### src/thr_pkg.sv
`default_nettype none

package thr_pkg;

    // default sensor word width
    localparam int TEMP_WIDTH_DEF = 12;

    localparam int ERR_W      = 4;
    localparam int TICK_W     = 17;
    localparam int INTERVAL_W = 16;
    localparam int CFG_DATA_W = 16;
    localparam int CFG_IDX_W  = 3;

    // reset values; the setpoints are cut down to the temperature width where used
    localparam logic [CFG_DATA_W-1:0] SETPOINT_HIGH_RST   = 16'd400;
    localparam logic [CFG_DATA_W-1:0] SETPOINT_LOW_RST    = 16'd320;
    localparam logic [INTERVAL_W-1:0] SAMPLE_INTERVAL_RST = 16'd1000;

    typedef enum logic [CFG_IDX_W-1:0] {
        CFG_RELAY_MODE      = 3'd0,
        CFG_SETPOINT_HIGH   = 3'd1,
        CFG_SETPOINT_LOW    = 3'd2,
        CFG_SAMPLE_INTERVAL = 3'd3,
        CFG_SENSOR_PRESENT  = 3'd4
    } cfg_index_t;

    typedef enum logic [1:0] {
        MODE_OFF    = 2'd0,
        MODE_HOT    = 2'd1,
        MODE_COLD   = 2'd2,
        MODE_FORCED = 2'd3
    } relay_mode_t;

endpackage

`default_nettype wire

### src/thr_if.sv
`default_nettype none

interface thr_in_if import thr_pkg::*; #(
    parameter int TEMP_WIDTH = TEMP_WIDTH_DEF
);
    logic                         valid;
    logic                         ready;
    logic signed [TEMP_WIDTH-1:0] sensor_temp;
    logic                         sensor_ok;
    logic        [ERR_W-1:0]      sensor_error;

    modport source (output valid, sensor_temp, sensor_ok, sensor_error, input ready);
    modport sink   (input valid, sensor_temp, sensor_ok, sensor_error, output ready);
endinterface

interface thr_out_if import thr_pkg::*; #(
    parameter int TEMP_WIDTH = TEMP_WIDTH_DEF
);
    logic                         valid;
    logic                         ready;
    logic                         relay_drive;
    logic signed [TEMP_WIDTH-1:0] held_temp;
    logic        [ERR_W-1:0]      fault_code;
    logic                         sample_taken;

    modport source (output valid, relay_drive, held_temp, fault_code, sample_taken, input ready);
    modport sink   (input valid, relay_drive, held_temp, fault_code, sample_taken, output ready);
endinterface

`default_nettype wire

### src/thr_cfg_regs.sv
`default_nettype none

module thr_cfg_regs import thr_pkg::*; #(
    parameter int TEMP_WIDTH = TEMP_WIDTH_DEF
) (
    input  wire logic                         clk,
    input  wire logic                         rst_n,
    input  wire logic                         cfg_we,
    input  wire logic [CFG_IDX_W-1:0]         cfg_index,
    input  wire logic [CFG_DATA_W-1:0]        cfg_data,
    output relay_mode_t                       mode,
    output logic signed [TEMP_WIDTH-1:0]      setpoint_high,
    output logic signed [TEMP_WIDTH-1:0]      setpoint_low,
    output logic        [INTERVAL_W-1:0]      sample_interval,
    output logic                              sensor_present
);

    relay_mode_t                  mode_reg;
    logic signed [TEMP_WIDTH-1:0] high_reg;
    logic signed [TEMP_WIDTH-1:0] low_reg;
    logic        [INTERVAL_W-1:0] interval_reg;
    logic                         present_reg;

    always_ff @(posedge clk or negedge rst_n)
    begin
        if (!rst_n)
        begin
            mode_reg     <= MODE_OFF;
            high_reg     <= SETPOINT_HIGH_RST[TEMP_WIDTH-1:0];
            low_reg      <= SETPOINT_LOW_RST[TEMP_WIDTH-1:0];
            interval_reg <= SAMPLE_INTERVAL_RST;
            present_reg  <= 1'b1;
        end
        else if (cfg_we)
        begin
            unique case (cfg_index_t'(cfg_index))
                CFG_RELAY_MODE:      mode_reg     <= relay_mode_t'(cfg_data[1:0]);
                CFG_SETPOINT_HIGH:   high_reg     <= cfg_data[TEMP_WIDTH-1:0];
                CFG_SETPOINT_LOW:    low_reg      <= cfg_data[TEMP_WIDTH-1:0];
                CFG_SAMPLE_INTERVAL: interval_reg <= cfg_data[INTERVAL_W-1:0];
                CFG_SENSOR_PRESENT:  present_reg  <= cfg_data[0];
                default:             ; // unused indexes are dropped
            endcase
        end
    end

    assign mode            = mode_reg;
    assign setpoint_high   = high_reg;
    assign setpoint_low    = low_reg;
    assign sample_interval = interval_reg;
    assign sensor_present  = present_reg;

endmodule

`default_nettype wire

### src/thr_core.sv
`default_nettype none

module thr_core import thr_pkg::*; #(
    parameter int TEMP_WIDTH = TEMP_WIDTH_DEF
) (
    input  wire logic                         clk,
    input  wire logic                         rst_n,
    input  wire logic                         advance,
    input  wire logic signed [TEMP_WIDTH-1:0] in_temp,
    input  wire logic                         in_ok,
    input  wire logic        [ERR_W-1:0]      in_err,
    input  wire relay_mode_t                  mode,
    input  wire logic signed [TEMP_WIDTH-1:0] setpoint_high,
    input  wire logic signed [TEMP_WIDTH-1:0] setpoint_low,
    input  wire logic        [INTERVAL_W-1:0] sample_interval,
    input  wire logic                         sensor_present,
    output logic                              relay_next,
    output logic signed [TEMP_WIDTH-1:0]      temp_next,
    output logic        [ERR_W-1:0]           err_next,
    output logic                              took
);

    logic        [TICK_W-1:0]     ticks_reg;
    logic        [TICK_W-1:0]     ticks_inc;
    logic        [TICK_W-1:0]     ticks_next;
    logic                         sampled_reg;
    logic signed [TEMP_WIDTH-1:0] temp_reg;
    logic        [ERR_W-1:0]      err_reg;
    logic                         relay_reg;
    logic                         sample;

    // saturating tick count, then the interval test
    always_comb
    begin
        ticks_inc = (&ticks_reg) ? ticks_reg : ticks_reg + 1'b1;
        sample    = !sampled_reg || (ticks_inc > {1'b0, sample_interval});
        took      = sample && sensor_present;
        ticks_next = sample ? '0 : ticks_inc;
        temp_next = temp_reg;
        err_next  = err_reg;
        if (took)
        begin
            if (in_ok)
            begin
                temp_next = in_temp;
                err_next  = '0;
            end
            else
            begin
                err_next = in_err;
            end
        end
    end

    // hysteresis on the updated temperature, "on" test first
    always_comb
    begin
        relay_next = relay_reg;
        unique case (mode)
            MODE_HOT:
            begin
                if (temp_next >= setpoint_high)
                    relay_next = 1'b1;
                else if (temp_next < setpoint_low)
                    relay_next = 1'b0;
            end
            MODE_COLD:
            begin
                if (temp_next <= setpoint_low)
                    relay_next = 1'b1;
                else if (temp_next > setpoint_high)
                    relay_next = 1'b0;
            end
            MODE_FORCED: relay_next = 1'b1;
            default:     relay_next = 1'b0;
        endcase
    end

    always_ff @(posedge clk or negedge rst_n)
    begin
        if (!rst_n)
        begin
            ticks_reg   <= '0;
            sampled_reg <= 1'b0;
            temp_reg    <= '0;
            err_reg     <= '0;
            relay_reg   <= 1'b0;
        end
        else if (advance)
        begin
            ticks_reg   <= ticks_next;
            sampled_reg <= 1'b1;
            temp_reg    <= temp_next;
            err_reg     <= err_next;
            relay_reg   <= relay_next;
        end
    end

endmodule

`default_nettype wire

### src/thermostat_relay_hysteresis.sv
// thermostat relay with hysteresis, one item per tick
//
// in_ch carries one tick: the sensor reading, its ok flag and an error code.
// out_ch returns exactly one item per tick: relay drive, held temperature,
// latched error code and a flag that the tick sampled the sensor.
// the cfg port (cfg_we, cfg_index, cfg_data) writes mode, setpoints, sample
// interval and sensor presence; write it only while no tick is in flight.
//
// an item taken from in_ch is held in the input register; its result then goes
// to the result register, which out_ch presents. throughput: one item
// per cycle unless out_ch stalls, set by the single pass of compare and
// counter logic between the two registers; the state feedback closes there.
//
// reset: state clears (no sample yet, relay off, temperature and error zero),
// registers load their defaults, both channel registers empty.
// stall: while a result waits on out_ch the input register still fills; once
// both are full, in_ch.ready drops until out_ch takes the result.
`default_nettype none

module thermostat_relay_hysteresis import thr_pkg::*; #(
    parameter int TEMP_WIDTH = TEMP_WIDTH_DEF
) (
    input  wire logic                  clk,
    input  wire logic                  rst_n,
    thr_in_if.sink                     in_ch,
    thr_out_if.source                  out_ch,
    input  wire logic                  cfg_we,
    input  wire logic [CFG_IDX_W-1:0]  cfg_index,
    input  wire logic [CFG_DATA_W-1:0] cfg_data
);

    // configuration
    relay_mode_t                  mode;
    logic signed [TEMP_WIDTH-1:0] setpoint_high;
    logic signed [TEMP_WIDTH-1:0] setpoint_low;
    logic        [INTERVAL_W-1:0] sample_interval;
    logic                         sensor_present;

    // input register
    logic                         in_valid_reg;
    logic signed [TEMP_WIDTH-1:0] in_temp_reg;
    logic                         in_ok_reg;
    logic        [ERR_W-1:0]      in_err_reg;

    // result register
    logic                         out_valid_reg;
    logic                         relay_reg;
    logic signed [TEMP_WIDTH-1:0] held_reg;
    logic        [ERR_W-1:0]      err_reg;
    logic                         took_reg;

    // core results for the item in the input register
    logic                         relay_next;
    logic signed [TEMP_WIDTH-1:0] temp_next;
    logic        [ERR_W-1:0]      err_next;
    logic                         took;

    logic advance;
    logic in_fire;

    // the held item moves on when the result slot is free or being emptied
    assign advance     = in_valid_reg && (!out_valid_reg || out_ch.ready);
    assign in_ch.ready = !in_valid_reg || advance;
    assign in_fire     = in_ch.valid && in_ch.ready;

    thr_cfg_regs #(
        .TEMP_WIDTH (TEMP_WIDTH)
    ) u_cfg (
        .clk             (clk),
        .rst_n           (rst_n),
        .cfg_we          (cfg_we),
        .cfg_index       (cfg_index),
        .cfg_data        (cfg_data),
        .mode            (mode),
        .setpoint_high   (setpoint_high),
        .setpoint_low    (setpoint_low),
        .sample_interval (sample_interval),
        .sensor_present  (sensor_present)
    );

    thr_core #(
        .TEMP_WIDTH (TEMP_WIDTH)
    ) u_core (
        .clk             (clk),
        .rst_n           (rst_n),
        .advance         (advance),
        .in_temp         (in_temp_reg),
        .in_ok           (in_ok_reg),
        .in_err          (in_err_reg),
        .mode            (mode),
        .setpoint_high   (setpoint_high),
        .setpoint_low    (setpoint_low),
        .sample_interval (sample_interval),
        .sensor_present  (sensor_present),
        .relay_next      (relay_next),
        .temp_next       (temp_next),
        .err_next        (err_next),
        .took            (took)
    );

    // input register
    always_ff @(posedge clk or negedge rst_n)
    begin
        if (!rst_n)
            in_valid_reg <= 1'b0;
        else if (in_ch.ready)
            in_valid_reg <= in_ch.valid;
    end

    always_ff @(posedge clk)
    begin
        if (in_fire)
        begin
            in_temp_reg <= in_ch.sensor_temp;
            in_ok_reg   <= in_ch.sensor_ok;
            in_err_reg  <= in_ch.sensor_error;
        end
    end

    // result register
    always_ff @(posedge clk or negedge rst_n)
    begin
        if (!rst_n)
            out_valid_reg <= 1'b0;
        else if (advance)
            out_valid_reg <= 1'b1;
        else if (out_ch.ready)
            out_valid_reg <= 1'b0;
    end

    always_ff @(posedge clk)
    begin
        if (advance)
        begin
            relay_reg <= relay_next;
            held_reg  <= temp_next;
            err_reg   <= err_next;
            took_reg  <= took;
        end
    end

    assign out_ch.valid        = out_valid_reg;
    assign out_ch.relay_drive  = relay_reg;
    assign out_ch.held_temp    = held_reg;
    assign out_ch.fault_code   = err_reg;
    assign out_ch.sample_taken = took_reg;

`ifndef SYNTHESIS
    // a moving item always lands in the result register
    a_advance_fills: assert property (@(posedge clk) disable iff (!rst_n)
        advance |=> out_valid_reg)
        else $error("result register empty after advance");

    // a blocked input register keeps its item
    a_in_hold: assert property (@(posedge clk) disable iff (!rst_n)
        in_valid_reg && !advance |=> in_valid_reg && $stable(in_temp_reg))
        else $error("input register lost its item while blocked");

    // a valid sample shows up as the held temperature with no error
    a_sample_held: assert property (@(posedge clk) disable iff (!rst_n)
        advance && took && in_ok_reg |=>
            held_reg == $past(in_temp_reg) && err_reg == '0 && took_reg)
        else $error("sampled reading not held");

    // mode off never drives the relay
    a_mode_off: assert property (@(posedge clk) disable iff (!rst_n)
        advance && mode == MODE_OFF |=> !relay_reg)
        else $error("relay on in mode off");
`endif

endmodule

`default_nettype wire

### src/flat_wrapper.sv
// flat-port wrapper written by rule: the top's interface ports become plain ports
module thermostat_relay_hysteresis_flat import thr_pkg::*;
#(
    parameter int TEMP_WIDTH = TEMP_WIDTH_DEF
)
  (clk, rst_n, cfg_we, cfg_index, cfg_data, in_ch_valid, in_ch_sensor_temp, in_ch_sensor_ok, in_ch_sensor_error, in_ch_ready, out_ch_valid, out_ch_relay_drive, out_ch_held_temp, out_ch_fault_code, out_ch_sample_taken, out_ch_ready);
  thr_in_if #(.TEMP_WIDTH(TEMP_WIDTH)) in_ch_i ();
  thr_out_if #(.TEMP_WIDTH(TEMP_WIDTH)) out_ch_i ();
  input  wire logic clk;
  input  wire logic rst_n;
  input  wire logic cfg_we;
  input  wire logic [CFG_IDX_W-1:0] cfg_index;
  input  wire logic [CFG_DATA_W-1:0] cfg_data;
  input wire logic [$bits(in_ch_i.valid)-1:0] in_ch_valid;
  input wire logic [$bits(in_ch_i.sensor_temp)-1:0] in_ch_sensor_temp;
  input wire logic [$bits(in_ch_i.sensor_ok)-1:0] in_ch_sensor_ok;
  input wire logic [$bits(in_ch_i.sensor_error)-1:0] in_ch_sensor_error;
  output wire logic [$bits(in_ch_i.ready)-1:0] in_ch_ready;
  output wire logic [$bits(out_ch_i.valid)-1:0] out_ch_valid;
  output wire logic [$bits(out_ch_i.relay_drive)-1:0] out_ch_relay_drive;
  output wire logic [$bits(out_ch_i.held_temp)-1:0] out_ch_held_temp;
  output wire logic [$bits(out_ch_i.fault_code)-1:0] out_ch_fault_code;
  output wire logic [$bits(out_ch_i.sample_taken)-1:0] out_ch_sample_taken;
  input wire logic [$bits(out_ch_i.ready)-1:0] out_ch_ready;
  assign in_ch_i.valid = in_ch_valid;
  assign in_ch_i.sensor_temp = in_ch_sensor_temp;
  assign in_ch_i.sensor_ok = in_ch_sensor_ok;
  assign in_ch_i.sensor_error = in_ch_sensor_error;
  assign in_ch_ready = in_ch_i.ready;
  assign out_ch_valid = out_ch_i.valid;
  assign out_ch_relay_drive = out_ch_i.relay_drive;
  assign out_ch_held_temp = out_ch_i.held_temp;
  assign out_ch_fault_code = out_ch_i.fault_code;
  assign out_ch_sample_taken = out_ch_i.sample_taken;
  assign out_ch_i.ready = out_ch_ready;
  thermostat_relay_hysteresis #(.TEMP_WIDTH(TEMP_WIDTH)) u_core (.clk(clk), .rst_n(rst_n), .in_ch(in_ch_i), .out_ch(out_ch_i), .cfg_we(cfg_we), .cfg_index(cfg_index), .cfg_data(cfg_data));
endmodule
### config.mk
export PLATFORM = sky130hd
export DESIGN_NAME = thermostat_relay_hysteresis_flat
export DESIGN_NICKNAME = d
export VERILOG_FILES = /design/src/thr_pkg.sv /design/src/thr_if.sv /design/src/thr_cfg_regs.sv /design/src/thr_core.sv /design/src/thermostat_relay_hysteresis.sv /design/src/flat_wrapper.sv
export SDC_FILE = /design/constraint.sdc
export NUM_CORES = 1
export LEC_CHECK = 0
export BUFFER_PORTS_ARGS = -buffer_cell sky130_fd_sc_hd__buf_4
export CORE_MARGIN = 1.5
export CORE_UTILIZATION = 40
export CTS_BUF_LIST = sky130_fd_sc_hd__clkbuf_8
export DETAILED_ROUTE_END_ITERATION = 8
export SLEW_MARGIN = 15
export SYNTH_ARGS = -nofsm -noshare
export SYNTH_HDL_FRONTEND = slang
export SYNTH_SLANG_ARGS = --single-unit
### constraint.sdc
create_clock -name clk -period 5.7 [get_ports clk]
set_input_delay 1.14 -clock clk [delete_from_list [all_inputs] [get_ports clk]]
set_output_delay 1.14 -clock clk [all_outputs]
set_load 0.05 [all_outputs]
[After elaboration in Yosys (flattened, before gate mapping)]
Index checks and enable logic that the tools add are counted.
W data, S select, Z words.
Storage, ports and cells
  flip-flop bits (word level): 115
  bits of input ports: 41
  output and inout port bits: 20
  word-level logic and storage cells: 62
Cells by class
  add/sub/neg operators: 1
  magnitude comparators: 5
  equal/unequal tests: 7
  multiplexer cells: 13
  reductions and logical operators: 17
Operator list (number)
  $mux W17: 2
  $mux W12: 2
  $add A17 B1 Y17 const B: 1
  $gt A17 B16 Y1: 1
  $reduce_and A17 Y1: 1
  $ge A12 B12 Y1: 1
  $gt A12 B12 Y1: 1
  $le A12 B12 Y1: 1
  $lt A12 B12 Y1: 1
  $reduce_and A2 Y1: 5
  $mux W4: 2
  $eq A3 B2 Y1 const B: 2
  $mux W1: 6
  $eq A2 B2 Y1 const B: 2
  $eq A3 B1 Y1 const B: 1
  $eq A3 B3 Y1 const B: 1
  $logic_and A1 B1 Y1: 3
  $logic_not A1 Y1: 3
  $logic_not A3 Y1: 1
  $logic_or A1 B1 Y1: 3
  $pmux W1 S3: 1
  $eq A2 B1 Y1 const B: 1
  $reduce_bool A2 Y1: 1

[Longest topological paths before layout]
Gate-level depths: netlist of run 1.
  word-level depth: 10
  depth in mapped cells: 26

[Cells and area by module]
Synthesis of run 1 repeated with hierarchy kept, for this count alone.
Second synthesis, totals
  cell total of the unflattened synthesis: 482
  area total of the unflattened synthesis: 6088.3 um^2
Modules (own cells, without submodules)
  thr_core: times used 1, cells an instance 345, area each 3244.4 um^2, sequential area each 875.8 um^2
  thr_cfg_regs: times used 1, cells an instance 94, area each 1689.1 um^2, sequential area each 1091.0 um^2
  thermostat_relay_hysteresis: times used 1, cells an instance 43, area each 1154.9 um^2, sequential area each 1101.1 um^2

[Least setup slack after synthesis of run 1]
OpenSTA, ideal clock, no wires.
  path kind: reg2reg
  from: register u_core.u_core.ticks_reg[10]
  to: register u_core.relay_reg (netlist: u_core.out_ch.relay_drive) (data pin)
  data arrival time: 5.117 ns
  setup slack: 0.438 ns
  cell stages (with the launch flop): 25
  path buffers: 4
  cell sequence: dfrtp_1 > buf_2 > and4_1 > nand4_1 > or3_1 > buf_2 > mux2_2 > ha_1 > a21o_1 > a21o_1 > a211oi_1 > o21a_1 > o21ai_4 > and3_1 > buf_4 > buf_12 > mux2_4 > ha_1 > a211oi_1 > nor2_1 > o21ai_0 > nor4b_1 > mux2_2 > or2_2 > a21oi_1
On the way
  longest elaborated chain between the ends: 10
RTL lines
  start: declaration: line thr_core.sv:23  | logic [TICK_W-1:0] ticks_reg;
  start signal: assignment: line thr_core.sv:91  | ticks_reg <= ticks_next;
  $add A17 B1 Y17 or $reduce_and A17 Y1 (tied branches): line thr_core.sv:35  | ticks_inc = (&ticks_reg) ? ticks_reg : ticks_reg + 1'b1;
  $mux W17 (*): line thr_core.sv:35
  $gt A17 B16 Y1 (*): line thr_core.sv:36  | sample = !sampled_reg || (ticks_inc > {1'b0, sample_interval});
  $logic_or A1 B1 Y1 (*): line thr_core.sv:36
  $logic_and A1 B1 Y1 (*): line thr_core.sv:37  | took = sample && sensor_present;
  $mux W12 (*): line thr_core.sv:41  | if (took)
  named net u_core.temp_next[5]: line thermostat_relay_hysteresis.sv:54  | logic signed [TEMP_WIDTH-1:0] temp_next;
  $gt A12 B12 Y1 or $lt A12 B12 Y1 (tied branches): line thr_core.sv:71, thr_core.sv:64
  $mux W1, on equally long branches: line thr_core.sv:71, thr_core.sv:64
  $mux W1, on equally long branches: line thr_core.sv:69, thr_core.sv:62
  $pmux W1 S3 (*): line thr_core.sv:59  | unique case (mode)
  named net u_core.relay_next: line thermostat_relay_hysteresis.sv:53  | logic relay_next;
  end signal: assignment: line thermostat_relay_hysteresis.sv:135  | relay_reg <= relay_next;
  end: declaration: line thermostat_relay_hysteresis.sv:47  | logic relay_reg;
The timed path passes the listed nets; every way through them passes the cells marked *.
A chain may end at the register's enable or synchronous reset.

[Worst setup path in the final report of run 1]
  from: register u_core.u_core.ticks_reg[13]
  to: register u_core.u_core.relay_reg
On the way
  longest elaborated chain between the ends: 10
RTL lines
  $add A17 B1 Y17 or $reduce_and A17 Y1 (tied branches): line thr_core.sv:35
  $mux W17 (*): line thr_core.sv:35
  $gt A17 B16 Y1 (*): line thr_core.sv:36
  $logic_or A1 B1 Y1 (*): line thr_core.sv:36
  $logic_and A1 B1 Y1 (*): line thr_core.sv:37
  $mux W12 (*): line thr_core.sv:41
  named net u_core.temp_next[10]: line thermostat_relay_hysteresis.sv:54
  $gt A12 B12 Y1 or $lt A12 B12 Y1 (tied branches): line thr_core.sv:71, thr_core.sv:64
  $mux W1, on equally long branches: line thr_core.sv:71, thr_core.sv:64
  $mux W1, on equally long branches: line thr_core.sv:69, thr_core.sv:62
  $pmux W1 S3 (*): line thr_core.sv:59
  end signal: assignment: line thr_core.sv:95  | relay_reg <= relay_next;
  end: declaration: line thr_core.sv:29  | logic relay_reg;
Marks and branches as above.

==> results.cfg, run 1 <==
[global_routing]
grt_pass1_vias = 4361
grt_pass1_wl_um = 21700
grt_overflow_total = 0
antenna_found_initial = 0
grt_max_degree = 81
grt_use_total_pct = 17.5

[logic_synthesis]
yosysSeqAreaShare_pct = 51.5
syn-num-nets = 593
syn_area_um2 = 5960
synth_cell_types = 51
avgSynthCellArea_um2 = 11.7
yosysWarnings = 0
synthCells = 511
synth.ff_latch_count = 115

[critical_path]
reg2reg_depth = 20
start_kind = flip-flop
crit_type = flip-flop to flip-flop
r2r-start = u_core.u_core.ticks_reg[13]
crit_path_max_incr_delay_ns = 0.45
worstPathRequired_ns = 6.03
crit_chain = and4_1, nand4_1, or3_4, a21oi_1, ha_1, a21o_1, a21o_1, a211oi_1, o21a_1, o21ai_4, and3_4, mux2_2, ha_1, nand4_1, nor3_1, a2bb2oi_1, mux2_2, a21oi_1, nand2b_1, a32o_1
critical_path.endpoint_type = flip-flop
critPathSlowestCell = or3_4
arrival_ns = 5.69
path_max_fanout = 10
rrSetupSlack_ns = 0.34
r2r-end = u_core.u_core.relay_reg

[finish]
layout-drive-gt1-share_pct = 30.0
regArea_um2 = 3070
final_nets = 666
largest_register_ffs = 17
fin_cells = 780
area_delta_synth_final_pct = 18.0
n_antenna_cell = 0
multiInputGateArea_um2 = 2670
num-fill-cells = 1335
stdcell_area_um2 = 7030

[floorplanning]
start_util_pct = 41.0
die-area_um2 = 15600
core-area_um2 = 14500
die-width_um = 125
pin_count = 61
fp.dieH_um = 125
floorplan.rows = 44

[drt]
viasPerCell = 5.22
first_iter_violations = 207
wl_per_cell_um = 16.7
dr.pass1.iters = 4
ant_nets = 0
drc = 0
num_vias = 4074
drt-total-wl_um = 13000

[clock_network]
cts_buffer_depth = 2
clk_latency_ns = 0.44
clk_pin_slew_worst_paths_ns = 0.08
cts_tree = built
hold_buffers = 0
cts_root_buf = clkbuf_8
cts_made_buffers = 17
cts_sinks = 115
cts_htree_levels = 4

[timing]
hold_viol = 0
max_slew_margin_pct = 28.6
fmax_ghz = 0.187
final.min_clock_period_ns = 5.36
maxSlewViolCount = 0
whs_ns = 0.494
fin_crit_sh_pct = 94.0
finalClockSkew_ns = 0.0144
tns_ns = 0
setup_viol = 0
worstMarginPinSlew_ns = 1.07

[placed_design]
place_inst = 748
io_buffers = 60
place_congestion = 0.928
placedInstanceArea_um2 = 6640
hpwlAfterDp_um = 9220

[min_path]
whs_path_depth = 1
hold_path_end = u_core.u_core.err_reg[3]
hold_class = flip-flop to flip-flop
hp-start = u_core.u_core.err_reg[3]

[power_and_ir_drop]
leakagePower_uw = 0.00316
total_power_uw = 2730
power.density_nw_per_um2 = 389
vdd_drop_max_mv = 0.262

[run]
drv_cap = 0

[outcome]
status = complete, no violations
report_power, final:
| part | switching (uW) | internal, uW | leakage (uW) |
|---|---|---|---|
| registers | 94.8 | 1050 | 0.00131 |
| clock network | 350 | 352 | 0.000186 |
| logic | 490 | 400 | 0.00166 |
| total | 935 | 1800 | 0.00316 |
worst max-delay path, delay by kind of cell (launching register included):
kind	cells	cell delay, ns
muxes	2	0.73
DFF	1	0.42
and+or+nand+nor	7	1.65
AOI/OAI and AO/OA	9	1.80
adders and majority gates	2	0.63
cell type report:
class	instances	share of cell area, %
clock buffers	18	3.53
flip-flops and latches	115	43.7
clock inverters	13	1.60
inverters	42	2.24
multi-input cells	337	38.0
well taps	184	3.28
repair buffers	71	7.64
cells in the mapped netlist (all sizes together):
master | instances | share of area, %
nand4 | 10 | 1.3
xnor2 | 6 | 0.88
buf | 10 | 1.3
ha | 41 | 8.6
nand3 | 8 | 0.67
o221ai | 1 | 0.15
o21a | 1 | 0.13
or3 | 4 | 0.42
nand2b | 9 | 0.99
a32o | 1 | 0.17
nor4bb | 2 | 0.34
edfxtp | 35 | 18
a22o | 8 | 1.2
and3 | 2 | 0.21
clkbuf | 7 | 0.44
or2 | 2 | 0.21
nand2 | 48 | 3.0
a21o | 8 | 1.0
o21ai | 38 | 3.4
inv | 42 | 2.6
mux2i | 2 | 0.34
nand4b | 2 | 0.29
a21oi | 15 | 1.3
a2bb2oi | 2 | 0.29
nor3 | 8 | 0.67
o31ai | 2 | 0.25
a221o | 1 | 0.17
a211oi | 3 | 0.38
dfstp | 12 | 5.3
xor2 | 8 | 1.2
and4 | 6 | 0.97
o311ai | 1 | 0.27
dfrtp | 68 | 29
nor2b | 6 | 0.63
mux2 | 56 | 12
nor4b | 2 | 0.29
and2 | 3 | 0.32
nand3b | 1 | 0.13
o211ai | 4 | 0.50
nor2 | 26 | 1.6
per-layer routing:
metal / up-vias / routed length [um] / global-route usage (%)
li1: 1955 / - / -
met1: 2005 / 5910 / 22.1
met2: 97 / 6410 / 29.8
met3: 17 / 489 / 4.62
met4: 0 / 197 / 4.88
met5: - / 0 / 0
metrics by stage:
step,utilization (%),setup slack [ns]
2_1_floorplan,-,0.438
3_3_place_gp,45.7,0.189
3_5_place_dp,45.7,0.114
4_1_cts,48.1,0.0657
5_1_grt,48.3,-0.0100
6_report,48.3,0.344
kinds of logic after synthesis:
family                     after synthesis  share of synthesized area [%]
adders and majority gates               41                           8.61
buffers and inverters                   59                           4.39
muxes                                   58                           12.1
xor gates and xnor gates                14                           2.06
DFF                                    115                           51.5
AOI/OAI and AO/OA                       85                           9.20
and+or+nand+nor                        139                           12.1
worst max path at each step:
stage / from / to / slack (ns) / depth (start not counted)
global route: u_core.u_core.ticks_reg[13] / u_core.out_ch.relay_drive / -0.01 / 22
CTS: u_core.u_core.ticks_reg[13] / u_core.u_core.relay_reg / 0.07 / 22
global placement: u_core.u_core.ticks_reg[6] / u_core.out_ch.relay_drive / 0.19 / 22
floorplan: u_core.u_core.ticks_reg[10] / u_core.out_ch.relay_drive / 0.44 / 24
finish: u_core.u_core.ticks_reg[13] / u_core.u_core.relay_reg / 0.34 / 20
detailed placement: u_core.u_core.ticks_reg[6] / u_core.u_core.relay_reg / 0.11 / 20
cell usage in the layout, fill, tap and decap left out, drive strengths merged, types with 6 or more instances in the layout:
cell type	netlist	final
buf	10	71
dfrtp	68	68
mux2	56	56
nand2	48	48
inv	42	45
ha	41	41
o21ai	38	38
edfxtp	35	35
nor2	26	26
clkbuf	7	18
a21oi	15	15
dfstp	12	12
nand4	10	10
nand2b	9	9
nand3	8	8
a21o	8	8
xor2	8	8
nor3	8	8
a22o	8	8
clkinv	0	7
xnor2	6	6
nor2b	6	6
and4	6	6
repair_timing:
action | in CTS | in global routing
buffers inserted | 0 | 1
gates resized for setup | 0 | 5
setup endpoints to repair | 0 | 2
(Power assumes the default switching activity.)
==> run 2, diff against run 1 <==
--- a/config.mk
+++ b/config.mk
@@ -5,6 +5,7 @@
 export SDC_FILE = /design/constraint.sdc
 export NUM_CORES = 1
 export LEC_CHECK = 0
+export ABC_AREA = 1
 export BUFFER_PORTS_ARGS = -buffer_cell sky130_fd_sc_hd__buf_4
 export CORE_MARGIN = 1.5
 export CORE_UTILIZATION = 40
==> results.cfg, run 2 <==
[power_and_ir_drop]
p_sw_uw = 1050
p_clk_share_pct = 24.8
combinationalPowerShare_pct = 34.1
pwr-share-seq_pct = 41.1
power.density_nw_per_um2 = 386
total_power_uw = 2810
leakagePower_uw = 0.00372
intPower_uw = 1760
vdd_drop_max_mv = 0.164
switching_share_pct = 37.4

[logic_synthesis]
synth-compound-area-share_pct = 7.27
synth_most_common_cell = nand2_1
synth_top_area_share_pct = 27.1
synth_edf_count = 35
synth-main-ff-cell = dfrtp_1
syn-num-nets = 816
synth_xor_area_share_pct = 1.53
synth_cell_types = 35
synth_common_cells = nand2_1, inv_1, dfrtp_1
synthMuxAreaShare_pct = 0
synth_top_family_by_area = simple AND/OR/NAND/NOR gates
yosysWarnings = 0
syn_area_um2 = 6290
synth_fa_ha_area_share_pct = 8.16
synth_async_sr_flop_share_pct = 69.6
synthTopCellsByArea = dfrtp_1, edfxtp_1, nand2_1
yosys.area.top_type = dfrtp_1
yosysSeqAreaShare_pct = 48.8
synth.ff_latch_count = 115
yosys.area_share.simple_pct = 25.2
synthCells = 734
avgSynthCellArea_um2 = 8.56

[finish]
n_antenna_cell = 0
final_common_cell = nand2_1
final_cell_mix = nand2_1, inv_1, dfrtp_1, buf_4, o21ai_0
num-fill-cells = 1451
layout-drive-gt1-share_pct = 16.7
largest_register_ffs = 17
final_nets = 879
area_delta_synth_final_pct = 15.8

[critical_path]
start_kind = flip-flop
critical_path.endpoint_type = flip-flop
reg2reg_depth = 29
rrSetupSlack_ns = 0.76
r2r-end = u_core.out_ch.relay_drive
path_max_fanout = 18
worstPathRequired_ns = 5.89
critPathSlowestCell = dfrtp_1
r2r-start = u_core.u_core.ticks_reg[0]
crit_path_frequent_cell = nand2_1
crit_type = flip-flop to flip-flop
crit_path_max_incr_delay_ns = 0.41
arrival_ns = 5.13

[floorplanning]
die-width_um = 128
pin_count = 61
floorplan.rows = 45
die-area_um2 = 16500
start_util_pct = 41.2
fp.dieH_um = 128
core-area_um2 = 15300

[clock_network]
cts_sinks = 115
clk_latency_ns = 0.43
clk_pin_slew_worst_paths_ns = 0.07
cts_tree = built
cts_htree_levels = 4
hold_buffers = 0
cts_made_buffers = 17
post_cts_resized = 0
cts_root_buf = clkbuf_8
cts_setup_buffers = 0
cts_buffer_depth = 2

[timing]
finalClockSkew_ns = 0.00717
rsz0062_at_grt = no
whs_ns = 0.478
fin_crit_sh_pct = 86.7
final.min_clock_period_ns = 4.94
tns_ns = 0
max_slew_margin_pct = 30.5
fmax_ghz = 0.202
setup_viol = 0
hold_viol = 0
maxSlewViolCount = 0
worstMarginPinSlew_ns = 1.04

[drt]
viasPerCell = 4.82
ant_nets = 0
dr_wl_met3_um = 621
highest_layer = met4
wl_per_cell_um = 13.7
num_vias = 4920
drt-total-wl_um = 14000
dr.pass1.iters = 5
first_iter_violations = 319
wl_met1_um = 6010
route.met2.wl_um = 7000
drc = 0

[placed_design]
place_congestion = 0.865
io_buffers = 60
hpwlAfterDp_um = 10200

[min_path]
hold_path_end = u_core.u_core.temp_reg[3]
hold_class = flip-flop to flip-flop
hp-start = u_core.u_core.temp_reg[3]
whs_path_depth = 2

[global_routing]
grt_pass1_vias = 4924
grt_overflow_total = 0
grt_use_total_pct = 18.3
grt_pass1_wl_um = 23200
antenna_found_initial = 0
grt_max_degree = 81

[outcome]
status = complete, no violations

[run]
drv_cap = 0
-- run 2: changes by cell type after synthesis, sizes merged, moves of 8 or more --
cell / delta
nor2: +22
mux2: -56
a21oi: +15
o21ai: +12
a22o: -8
nand2: +167
inv: +80
nand2b: -9
nand3: +43
-- run 2: cell type report --
type / instances / area, um^2 / area share [%]
flip-flops and latches: 115 / 3070 / 42.1
multi-input cells: 478 / 2650 / 36.4
clock inverters: 15 / 126 / 1.74
inverters: 122 / 458 / 6.29
repair buffers: 63 / 477 / 6.55
clock buffers: 17 / 234 / 3.21
well taps: 211 / 264 / 3.63
-- run 2: kinds of logic after synthesis --
| kind of cell | Yosys count |
|---|---|
| AO/OA/AOI/OAI | 88 |
| adder cells (fa/ha/maj) | 41 |
| XOR/XNOR | 11 |
| flip-flops | 115 |
| AND/OR/NAND/NOR | 338 |
| buffers and inverters | 141 |
-- run 2: worst max-delay path by stage --
| stage | startpoint | to | slack [ns] | cells past startpoint |
|---|---|---|---|---|
| 6_report | u_core.u_core.ticks_reg[0] | u_core.out_ch.relay_drive | 0.76 | 29 |
| 5_1_grt | u_core.u_core.ticks_reg[0] | u_core.out_ch.relay_drive | 0.28 | 31 |
| 3_5_place_dp | u_core.u_core.ticks_reg[0] | u_core.out_ch.relay_drive | 0.74 | 31 |
| 2_1_floorplan | u_core.u_core.ticks_reg[0] | u_core.out_ch.relay_drive | 1.51 | 35 |
| 4_1_cts | u_core.u_core.ticks_reg[0] | u_core.out_ch.relay_drive | 0.72 | 29 |
| 3_3_place_gp | u_core.u_core.ticks_reg[0] | u_core.out_ch.relay_drive | 0.80 | 32 |
-- run 2: critical path, delay by kind of cell (launching register included) --
kind,cells,cell delay (ns)
simple gates,23,3.02
buf+inv,1,0.11
fa+ha+maj,3,0.86
flops,1,0.41
compound gates,1,0.11
xor+xnor,1,0.19
-- run 2: power groups by stage --
| stage | Clock [uW] | Combinational (uW) | Sequential (uW) |
|---|---|---|---|
| 2_1_floorplan | 0 | 632 | 1220 |
| 3_3_place_gp | 0 | 937 | 1160 |
| 3_5_place_dp | 0 | 959 | 1170 |
| 4_1_cts | 716 | 966 | 1150 |
| 5_1_grt | 753 | 1100 | 1180 |
| 6_report | 695 | 957 | 1150 |
-- run 2: metrics by stage --
step                area [um^2]  utilization, %  std cells  setup slack, ns
floorplan                  6290               -        734             1.51
global placement           6920            45.3        989            0.796
detailed placement         6920            45.3        989            0.742
CTS                        7280            47.7       1021            0.720
global route               7280            47.7       1021            0.281
finish                     7280            47.7       1021            0.756
-- run 2: metal layers --
layer	up-vias	global-route usage (%)
li1	2453	-
met1	2330	21.6
met2	115	31.8
met3	22	4.78
met4	0	7.53
met5	-	0
